--- src/rtl/core/assert_macros.svh ---
// ----------------------------------------------------------------------------
// assertion macros
// shared property wrappers, compiled out under synthesis
// ----------------------------------------------------------------------------
`ifndef ASSERT_MACROS_SVH
`define ASSERT_MACROS_SVH

`ifndef SYNTHESIS

// property that holds at every clock edge outside reset
`define ASSERT_ALWAYS(lbl, clk, rst, prop, msg) \
   lbl: assert property (@(posedge clk) disable iff (rst) (prop)) \
      else $error(msg);

// consequence that must hold in the cycle after the trigger
`define ASSERT_NEXT(lbl, clk, rst, trig, cons, msg) \
   lbl: assert property (@(posedge clk) disable iff (rst) (trig) |=> (cons)) \
      else $error(msg);

`else

`define ASSERT_ALWAYS(lbl, clk, rst, prop, msg)
`define ASSERT_NEXT(lbl, clk, rst, trig, cons, msg)

`endif

`endif

--- src/rtl/core/hth_pkg.sv ---
// ----------------------------------------------------------------------------
// hth_pkg
// types and constants of the 3x3 hysteresis threshold unit
// ----------------------------------------------------------------------------
package hth_pkg;

   localparam int PIXEL_W     = 8;
   localparam int THRESH_W    = 9;
   localparam int SIZE_W      = 11;
   localparam int CSR_DATA_W  = 11;
   localparam int CSR_INDEX_W = 2;

   // register indexes
   localparam logic [CSR_INDEX_W-1:0] CSR_STRONG = 2'd0;
   localparam logic [CSR_INDEX_W-1:0] CSR_WEAK   = 2'd1;
   localparam logic [CSR_INDEX_W-1:0] CSR_WIDTH  = 2'd2;
   localparam logic [CSR_INDEX_W-1:0] CSR_HEIGHT = 2'd3;

   // register reset values
   localparam logic [THRESH_W-1:0] STRONG_RST       = 9'd64;
   localparam logic [THRESH_W-1:0] WEAK_RST         = 9'd128;
   localparam logic [SIZE_W-1:0]   FRAME_WIDTH_RST  = 11'd640;
   localparam logic [SIZE_W-1:0]   FRAME_HEIGHT_RST = 11'd480;

   // transaction kinds
   localparam logic REQ_PIXEL = 1'b0;
   localparam logic REQ_FLUSH = 1'b1;

   localparam logic [PIXEL_W-1:0] MARK_ON  = 8'hFF;
   localparam logic [PIXEL_W-1:0] MARK_OFF = 8'h00;

   // result queue
   localparam int FIFO_DEPTH = 4;
   localparam int FIFO_PTR_W = 2;
   localparam int FIFO_CNT_W = 3;

   typedef struct packed {
      logic               req_type;
      logic [PIXEL_W-1:0] pixel;
   } hth_req_type;

   typedef struct packed {
      logic [PIXEL_W-1:0] mark;
      logic               row_end;
      logic               frame_end;
   } hth_rsp_type;

   // which window borders lie inside the frame
   typedef struct packed {
      logic top_ok;
      logic bot_ok;
      logic left_ok;
      logic right_ok;
   } hth_nbr_type;

   typedef struct packed {
      logic        emit;
      logic        row_end;
      logic        frame_end;
      hth_nbr_type nbr;
   } hth_ctl_type;

endpackage

--- src/rtl/core/hth_fifo.sv ---
// ----------------------------------------------------------------------------
// hth_fifo
// small result queue between the window stage and the result port
// ----------------------------------------------------------------------------
module hth_fifo (
   input  logic                              clock,
   input  logic                              reset,
   input  logic                              push,
   input  hth_pkg::hth_rsp_type              push_data,
   input  logic                              pop,
   output logic                              out_valid,
   output hth_pkg::hth_rsp_type              out_data,
   output logic [hth_pkg::FIFO_CNT_W-1:0]    count
);
   import hth_pkg::*;

   hth_rsp_type             mem_ff [FIFO_DEPTH];
   logic [FIFO_PTR_W-1:0]   wr_ptr_ff;
   logic [FIFO_PTR_W-1:0]   rd_ptr_ff;
   logic [FIFO_CNT_W-1:0]   count_ff;

   always_ff @(posedge clock) begin
      if (push) begin
         mem_ff[wr_ptr_ff] <= push_data;
      end
   end

   always_ff @(posedge clock) begin
      if (reset) begin
         wr_ptr_ff <= '0;
         rd_ptr_ff <= '0;
         count_ff  <= '0;
      end else begin
         if (push) begin
            wr_ptr_ff <= wr_ptr_ff + FIFO_PTR_W'(1);
         end
         if (pop) begin
            rd_ptr_ff <= rd_ptr_ff + FIFO_PTR_W'(1);
         end
         count_ff <= count_ff + FIFO_CNT_W'(push) - FIFO_CNT_W'(pop);
      end
   end

   assign out_valid = count_ff != '0;
   assign out_data  = mem_ff[rd_ptr_ff];
   assign count     = count_ff;

endmodule

--- config.mk ---
export PLATFORM = sky130hd
export DESIGN_NAME = hth_fifo
export DESIGN_NICKNAME = d
export VERILOG_FILES = /design/src/rtl/core/assert_macros.svh /design/src/rtl/core/hth_pkg.sv /design/src/rtl/core/hth_fifo.sv
export SDC_FILE = /design/constraint.sdc
export NUM_CORES = 1
export LEC_CHECK = 0
export BUFFER_PORTS_ARGS = -buffer_cell sky130_fd_sc_hd__buf_2
export CAP_MARGIN = 10
export CORE_ASPECT_RATIO = 0.5
export CORE_MARGIN = 3
export CORE_UTILIZATION = 50
export DETAILED_ROUTE_END_ITERATION = 12
export PLACE_DENSITY = 0.71
export SYNTH_ARGS = -nofsm -noshare
export SYNTH_HDL_FRONTEND = slang
export SYNTH_SLANG_ARGS = --single-unit
export TNS_END_PERCENT = 1
--- constraint.sdc ---
create_clock -name clock -period 2.23 [get_ports clock]
set_input_delay 0.1115 -clock clock [delete_from_list [all_inputs] [get_ports clock]]
set_output_delay 0.1115 -clock clock [all_outputs]
set_load 0.02 [all_outputs]
==> impl_metrics.yaml <==
global_routing:
  grt_pass1_vias: 896
  antenna_found_initial: 0
  grt_max_degree: 17
  track_usage: 0.1319
  grt.overflow.total: 0
  grt_pass1_wl_um: 4381
yosys:
  synth_area_per_cell_um2: 20.18
  yosys.area_share.xor_xnor: 0.02200
  yosysUniqueCellTypes: 18
  synth_cells: 93
  yosys.area_share.simple: 0.03733
  synth_compound_area_frac: 0.008000
  muxShareOfSynthArea: 0.1253
  synth_top_family_by_area: "multiplexers"
  synthAdderAreaFrac: 0.05067
  ys_ff_latch: 49
  syn_nets: 114
  ys_warn_count: 0
  synth.cell_area_mm2: 0.001877
  yosysSeqAreaShare: 0.7360
power_and_ir_drop:
  pwr-share-comb: 0.152
  p_int_w: 0.001528
  vdd_drop_max_mv: 0.4296
  p_seq_frac: 0.539
  clkPwrFrac: 0.308
  p_leak_nw: 0.7972
  p_switching_w: 0.0004758
  finalPower_w: 0.002004
  switching_share: 0.2374
  power_density_mw_per_mm2: 918.4
clock_network:
  htree_levels: 2
  cts_tree: "built"
  cts_hold_buf: 0
  ctsResizeCount: 0
  cts.clk_slew.worst_paths_ps: 90
  clockBufferDepth: 2
  numCtsBuffers: 5
  cts_sinks: 49
  clockRootBuffer: "clkbuf_8"
  cts_setup_buffers: 0
  clk_latency_ps: 290
die:
  fp.coreArea_mm2: 0.003510
  fp.dieH_um: 49.32
  io_pins: 28
  start_util: 0.5348
  core.rowCount: 15
  die_area_mm2: 0.004569
  die_w_um: 92.65
placed_design:
  gp_congestion: 0.6653
  placed_area_mm2: 0.002067
  pre_cts_ws_ps: 461.6
  portBuffers: 27
  hpwlAfterDp_um: 1733
sta:
  fin_skew_ps: 4.184
  final.setup.tns_ps: 0
  rsz0062_at_grt: "false"
  whs_ps: 23.38
  worstMarginPinSlew_ps: 533.3
  fin_crit_sh: 0.7901
  setup_slack_ps: 468.0
  max-slew-margin-rel: 0.6444
  fmax_mhz: 567.5
  setup_violations: 0
  period_needed_ps: 1762
  slew_violations: 0
  hold_violations: 0
critical_path:
  path_buf_inv: 2
  critical_path.cell_chain: "inv_1 > ha_1 > inv_1 > ha_1 > fa_1 > xor3_1 > nor2_1"
  worstSetupEndpointType: "flop"
  cpPeakStageDelay_ps: 380
  required_ps: 2470
  startpoint_type: "flop"
  cp_top_family: "adder cells"
  path_class: "flop to flop"
  crit_fanout: 3
  worstPathArrival_ps: 2000
  crit_path_top_delay_cell: "fa_1"
routing:
  dr.pass1.iters: 4
  drt-initial-drc-count: 30
  drt.antenna.violating_nets: 0
  wirelength_um: 2624
  vias: 864
  drc: 0
  avgRoutedWirePerCell_um: 14.74
  viasPerCell: 4.854
run:
  cap_violations: 0
finish:
  multi_input_area_um2: 456.7
  layout-area-overhead-vs-synth_pct: 16.27
  nets: 147
  postLayoutCellArea_mm2: 0.002182
  regArea_mm2: 0.001381
  num-fill-cells: 286
  drive_gt1_frac: 0.3701
  num_antenna_cells: 0
outcome:
  status: "finished, final reports clean"
worst_hold_path:
  hp-class: "input pin to flop"
## per-stage QoR
stage                 util  std cells
detailed placement  0.5889        170
floorplan                -         93
finish              0.6217        178
global placement    0.5889        170
global route        0.6217        178
CTS                 0.6217        178
## cells in the mapped netlist, drive strengths merged
cell	number	share of area
a21bo	1	0.0053
a21oi	1	0.0027
and2	4	0.013
buf	1	0.0060
clkbuf	1	0.0027
dfxtp	9	0.096
edfxtp	40	0.64
fa	1	0.011
ha	6	0.040
inv	6	0.012
mux2i	1	0.0053
mux4	10	0.12
nand3b	1	0.0040
nor2	5	0.010
nor2b	2	0.0067
or3	1	0.0033
xnor2	2	0.0093
xor3	1	0.013
## registers in the layout, indices dropped and copies added, names as in the netlist, named ones only
| name | cells |
|---|---|
| mem_ff | 40 |
| count | 3 |
| wr_ptr_ff | 2 |
| rd_ptr_ff | 2 |
## path summary, 6_finish.rpt
path,slack [ps],startpoint,cells past startpoint,endpoint
min,20,push_data[6],1,mem_ff[1][6]
max reg2reg,470,count[0],7,count[2]
min reg2reg,550,rd_ptr_ff[1],2,rd_ptr_ff[1]
max,470,count[0],7,count[2]
## power groups by stage
stage,Combinational (W),Clock [W],Sequential (W)
finish,0.000305,0.000618,0.00108
floorplan,0.000203,0,0.00111
detailed placement,0.000310,0,0.00110
global placement,0.000303,0,0.00110
global route,0.000335,0.000675,0.00109
CTS,0.000312,0.000633,0.00108
## layout by cell type, fill, tap and decap left out
cell	count
a21bo_2	1
a21oi_1	1
and2_1	4
buf_2	27
buf_4	1
bufinv_16	1
clkbuf_8	5
clkinv_4	1
clkinvlp_4	1
dfxtp_1	9
edfxtp_1	40
fa_1	1
ha_1	6
inv_1	6
mux2i_1	1
mux4_2	10
nand3b_1	1
nor2_1	5
nor2b_1	2
or3_1	1
xnor2_1	2
xor3_1	1
## area by class of cell
type	instances	share of cell area
clock inverter	3	0.02122
sequential	49	0.6330
clock buffer	5	0.03154
inverter	6	0.01032
multi-input combinational	36	0.2093
timing repair buffer	28	0.06537
tap	51	0.02924
## kinds of logic (layout without fill, tap and decap cells)
logic type	Yosys count	count (layout)
buffers and inverters	8	42
adder cells (fa/ha/maj)	7	7
AO/OA/AOI/OAI	2	2
flip-flops	49	49
XOR/XNOR	3	3
multiplexers	11	11
AND/OR/NAND/NOR	13	13
## per-layer routing
metal	up-vias	global-route usage	share of wire
met5	-	0	0
met1	424	0.1557	0.44
met4	0	0.05109	0.010
met3	3	0.04777	0.053
li1	420	-	-
met2	17	0.2233	0.50
Power figures use the tool's default switching activity.
