==> src/rtl/core/assert_macros.svh <==
// ----------------------------------------------------------------------------
// assertion macros
// shared property wrappers, compiled out under synthesis
// ----------------------------------------------------------------------------
`ifndef ASSERT_MACROS_SVH
`define ASSERT_MACROS_SVH

`ifndef SYNTHESIS

// property that holds at every clock edge outside reset
`define ASSERT_ALWAYS(lbl, clk, rst, prop, msg) \
   lbl: assert property (@(posedge clk) disable iff (rst) (prop)) \
      else $error(msg);

// consequence that must hold in the cycle after the trigger
`define ASSERT_NEXT(lbl, clk, rst, trig, cons, msg) \
   lbl: assert property (@(posedge clk) disable iff (rst) (trig) |=> (cons)) \
      else $error(msg);

`else

`define ASSERT_ALWAYS(lbl, clk, rst, prop, msg)
`define ASSERT_NEXT(lbl, clk, rst, trig, cons, msg)

`endif

`endif

==> src/rtl/core/hth_pkg.sv <==
// ----------------------------------------------------------------------------
// hth_pkg
// types and constants of the 3x3 hysteresis threshold unit
// ----------------------------------------------------------------------------
package hth_pkg;

   localparam int PIXEL_W     = 8;
   localparam int THRESH_W    = 9;
   localparam int SIZE_W      = 11;
   localparam int CSR_DATA_W  = 11;
   localparam int CSR_INDEX_W = 2;

   // register indexes
   localparam logic [CSR_INDEX_W-1:0] CSR_STRONG = 2'd0;
   localparam logic [CSR_INDEX_W-1:0] CSR_WEAK   = 2'd1;
   localparam logic [CSR_INDEX_W-1:0] CSR_WIDTH  = 2'd2;
   localparam logic [CSR_INDEX_W-1:0] CSR_HEIGHT = 2'd3;

   // register reset values
   localparam logic [THRESH_W-1:0] STRONG_RST       = 9'd64;
   localparam logic [THRESH_W-1:0] WEAK_RST         = 9'd128;
   localparam logic [SIZE_W-1:0]   FRAME_WIDTH_RST  = 11'd640;
   localparam logic [SIZE_W-1:0]   FRAME_HEIGHT_RST = 11'd480;

   // transaction kinds
   localparam logic REQ_PIXEL = 1'b0;
   localparam logic REQ_FLUSH = 1'b1;

   localparam logic [PIXEL_W-1:0] MARK_ON  = 8'hFF;
   localparam logic [PIXEL_W-1:0] MARK_OFF = 8'h00;

   // result queue
   localparam int FIFO_DEPTH = 4;
   localparam int FIFO_PTR_W = 2;
   localparam int FIFO_CNT_W = 3;

   typedef struct packed {
      logic               req_type;
      logic [PIXEL_W-1:0] pixel;
   } hth_req_type;

   typedef struct packed {
      logic [PIXEL_W-1:0] mark;
      logic               row_end;
      logic               frame_end;
   } hth_rsp_type;

   // which window borders lie inside the frame
   typedef struct packed {
      logic top_ok;
      logic bot_ok;
      logic left_ok;
      logic right_ok;
   } hth_nbr_type;

   typedef struct packed {
      logic        emit;
      logic        row_end;
      logic        frame_end;
      hth_nbr_type nbr;
   } hth_ctl_type;

endpackage

==> src/rtl/core/hth_window.sv <==
// ----------------------------------------------------------------------------
// hth_window
// 3x3 pixel window and hysteresis decision for its centre
// ----------------------------------------------------------------------------
module hth_window (
   input  logic                          clock,
   input  logic                          reset,
   input  logic                          shift_en,
   input  logic [7:0]                    up_pix,
   input  logic [7:0]                    mid_pix,
   input  logic [7:0]                    low_pix,
   input  hth_pkg::hth_nbr_type          nbr,
   input  logic [hth_pkg::THRESH_W-1:0]  strong_thresh,
   input  logic [hth_pkg::THRESH_W-1:0]  weak_thresh,
   output logic [hth_pkg::PIXEL_W-1:0]   mark
);
   import hth_pkg::*;

   logic [PIXEL_W-1:0] win_ff [3][3];
   logic [PIXEL_W-1:0] col_in [3];
   logic [PIXEL_W-1:0] view   [3][3];
   logic [8:0]         hit;
   logic               centre_strong;
   logic               centre_weak;

   assign col_in[0] = up_pix;
   assign col_in[1] = mid_pix;
   assign col_in[2] = low_pix;

   always_ff @(posedge clock) begin
      if (reset) begin
         for (int r = 0; r < 3; r++) begin
            for (int c = 0; c < 3; c++) begin
               win_ff[r][c] <= '0;
            end
         end
      end else if (shift_en) begin
         for (int r = 0; r < 3; r++) begin
            win_ff[r][0] <= win_ff[r][1];
            win_ff[r][1] <= win_ff[r][2];
            win_ff[r][2] <= col_in[r];
         end
      end
   end

   // window as it stands after this shift
   always_comb begin
      for (int r = 0; r < 3; r++) begin
         view[r][0] = win_ff[r][1];
         view[r][1] = win_ff[r][2];
         view[r][2] = col_in[r];
      end
   end

   // strong pixels among in-frame window positions, centre included
   always_comb begin
      for (int r = 0; r < 3; r++) begin
         for (int c = 0; c < 3; c++) begin
            hit[r*3+c] = ({1'b0, view[r][c]} < strong_thresh)
                         && (r != 0 || nbr.top_ok)  && (r != 2 || nbr.bot_ok)
                         && (c != 0 || nbr.left_ok) && (c != 2 || nbr.right_ok);
         end
      end
   end

   assign centre_strong = {1'b0, view[1][1]} < strong_thresh;
   assign centre_weak   = {1'b0, view[1][1]} < weak_thresh;

   assign mark = (centre_strong || (centre_weak && (|hit))) ? MARK_ON : MARK_OFF;

endmodule

==> config.mk <==
export PLATFORM = sky130hd
export DESIGN_NAME = hth_window
export DESIGN_NICKNAME = d
export VERILOG_FILES = /design/src/rtl/core/assert_macros.svh /design/src/rtl/core/hth_pkg.sv /design/src/rtl/core/hth_window.sv
export SDC_FILE = /design/constraint.sdc
export NUM_CORES = 1
export LEC_CHECK = 0
export ABC_AREA = 1
export CORE_UTILIZATION = 36
export DETAILED_ROUTE_END_ITERATION = 6
export DONT_BUFFER_PORTS = 1
export PLACE_DENSITY_LB_ADDON = 0.12
export REMOVE_ABC_BUFFERS = 1
export SLEW_MARGIN = 20
export SYNTH_ARGS = -nofsm -noshare
export SYNTH_HDL_FRONTEND = slang
export SYNTH_SLANG_ARGS = --single-unit
export TNS_END_PERCENT = 100
==> constraint.sdc <==
create_clock -name clock -period 2 [get_ports clock]
set_input_delay 0.3 -clock clock [delete_from_list [all_inputs] [get_ports clock]]
set_output_delay 0.3 -clock clock [all_outputs]
set_load 0.02 [all_outputs]
==> key figures <==
Detailed routing
  • Drt drc: 0
  • Routed WL: 7740 um
  • Pre-antenna DRT Iters: 4
  • Initial DRC count: 63
  • DR vias/cell: 4.72
  • Drt wl/cell: 13.1 um
  • Post-DRT Antenna Nets: 0
  • Vias: about 2.8k

Power and ir drop
  • Power per standard cell area: between 500 and 600 nW/um2
  • VDD IR max: about 0.00029 V
  • Design Power: 2450 uW
  • Flop pwr share: 0.499
  • Logic pwr share: 0.205
  • Sw Ratio: 0.283
  • NetSw: 694 uW
  • Internal power: 1760 uW
  • Pleak: 0.00210 uW
  • Clock power share: 0.297

Clock network
  • CTS Buf Count: 5
  • Root Driver: clkbuf_8
  • Clock Tree Buf Depth: 2
  • H-tree level count: 2
  • Hold buffer count at cts: 0
  • Clock Sinks: 48
  • CTS tree: done
  • Clk slew on worst S/H paths: approximately 0.090 ns
  • Worst-Skew Late Latency: 0.31 ns

Yosys
  • Synthesized area per cell: 8.44 um2
  • Cells after Synth: 445
  • Top cells by area, synth: edfxtp_1, ha_1, nand2_1, inv_1, nor2_1
  • Synth unique cells: 28
  • Area leader, netlist: edfxtp_1
  • Commonest cells in the netlist: nand2_1, inv_1, ha_1
  • Synth Warn #: 0
  • Count leader, synth: nand2_1
  • Ys flop type: edfxtp_1
  • Sequential fraction of the synthesis area: 0.384
  • Post-synth EDFFs: 48
  • Synthesized cell area: 3750 um2
  • Post-synth ARST share: 0
  • Post-synth top area share: 0.384
  • Seq cells post-synth: 48

STA
  • RSZ-0062 raised after global routing: true
  • Slew @ Worst Pin: 0.665 ns
  • Final hold slack: 0.198 ns
  • Period minus WS final: around 2.4 ns
  • Fmax achieved: around 420 MHz
  • Total negative slack: -2.97 ns
  • Worst slew margin: 0.556
  • Setup WS post-layout: -0.372 ns
  • Slew Viols, Final: 0
  • Post-Route Skew: 0.00331 ns
  • Final period util: 1.19
  • Endpoints failing setup: 8
  • Final Hold Vio Count: 0

Final layout
  • Area growth syn-to-layout: 10.9%
  • Top Registers: win_ff: 48 flops
  • Register area: about 1400 um2
  • Max FFs per register: 48
  • Layout cell share with drive strength beyond 1: 0.110
  • Most flop-heavy register: win_ff
  • Final instance area: 4170 um2
  • N_diodes: 0
  • Fillcell total: between 1k and 1.5k
  • Area occupied by multi-input gates: 1960 um2
  • Nets@finish: between 500 and 600

Placement
  • DP Area: 3940 um2
  • Port Buf Inserts: 0
  • Post-DP HPWL: roughly 6000 um
  • Gpl congestion: 0.734

Global route
  • Pin count of the biggest net entering global routing: between 40 and 50
  • Vias in the first global route: 2827
  • Overflow after GRT: 0
  • First-pass GRT wire length: around 13000 um
  • GRT Util Overall: 0.148
  • Antenna violations before repair: 0

Status
  • Violated checks: negative setup slack
  • Status: finished, violations left

Floorplanning
  • Die Span Y: 104 um
  • Floorplan row count: 36
  • IO Count: 57
  • Die Span X: 104 um
  • Effective utilization at floorplan: 0.377
  • Core footprint: 9950 um2
  • Die area: 10800 um2

Setup path
  • Crit path arrival time: 2.07 ns
  • Crit start category: flip-flop
  • CP Data Required Time: 1.70 ns
  • Critical-path maximum fanout: 8
  • WS Path Type: flip-flop to output pin
  • Crit. End Element: output pin

Hold path
  • Worst min path class: primary input to flip-flop

Job
  • Max_cap viols: 0
## timing repair
item | in CTS | in global routing
pin swaps | 2 | 7
setup endpoints to repair | 8 | 8
gates resized for setup | 6 | 11
buffers inserted | 2 | 2
## final cells by class
type                    instances  area share
clock buffers                   6      0.0174
clock inverters                 2     0.00841
inverters                      89      0.0817
multi-input cells             295       0.472
flip-flops and latches         48       0.346
well taps                     133      0.0400
repair buffers                 16      0.0348
## logic make-up (layout without fill, tap and decap cells)
logic type	Yosys count	after routing	share of synthesized area
AOI/OAI and AO/OA	45	45	0.0723
adders and majority gates	70	70	0.233
buffers and inverters	102	113	0.114
DFF	48	48	0.384
and+or+nand+nor	180	180	0.196
## stage by stage
stage               cells  setup WS, ns   util
floorplan             432        -0.692      -
global placement      577        -0.447  0.396
detailed placement    577        -0.442  0.396
CTS                   587        -0.363  0.412
global route          589        -0.547  0.418
finish                589        -0.372  0.418
## routing by layer
layer	routed length (um)	vias to the layer above	track usage
met5	0	-	0
met1	3470	1258	0.168
met2	3800	56	0.271
li1	-	1456	-
met4	96	0	0.0378
met3	375	8	0.0388
## path summary, 6_finish.rpt
check / startpoint / to / slack [ns] / depth (start not counted)
max: win_ff[0][51] / mark[0] / -0.37 / 13
min: mid_pix[4] / win_ff[0][28] / 0.20 / 2
max reg2reg: win_ff[0][52] / win_ff[0][60] / 1.06 / 3
min reg2reg: win_ff[0][48] / win_ff[0][56] / 0.57 / 2
## power by group through the flow
stage	Clock, uW	Combinational [uW]	Sequential (uW)
2_1_floorplan	0	358	1230
3_3_place_gp	0	465	1240
3_5_place_dp	0	480	1250
4_1_cts	745	495	1220
5_1_grt	773	593	1230
6_report	727	502	1220
## cells in the final DEF (no fill, tap or decap), drive strengths merged, types with 2 or more instances in the layout
cell,instances
nand2,93
inv,88
nor2,72
ha,70
edfxtp,48
a21oi,27
buf,16
o211ai,7
nand4,7
clkbuf,6
nand3,5
o21ai,4
o21a,2
nor3,2
## critical path: stages, from the launching register on
cell	delay, ns
edfxtp_1	0.42
ha_1	0.29
nand2_1	0.08
inv_1	0.04
nand2_1	0.05
nand2_1	0.06
nand2_2	0.06
nand3_2	0.07
a21boi_2	0.18
nor2_1	0.06
nand2_1	0.09
nand2_1	0.07
nand2_2	0.08
buf_12	0.22
Power figures use the tool's default switching activity.
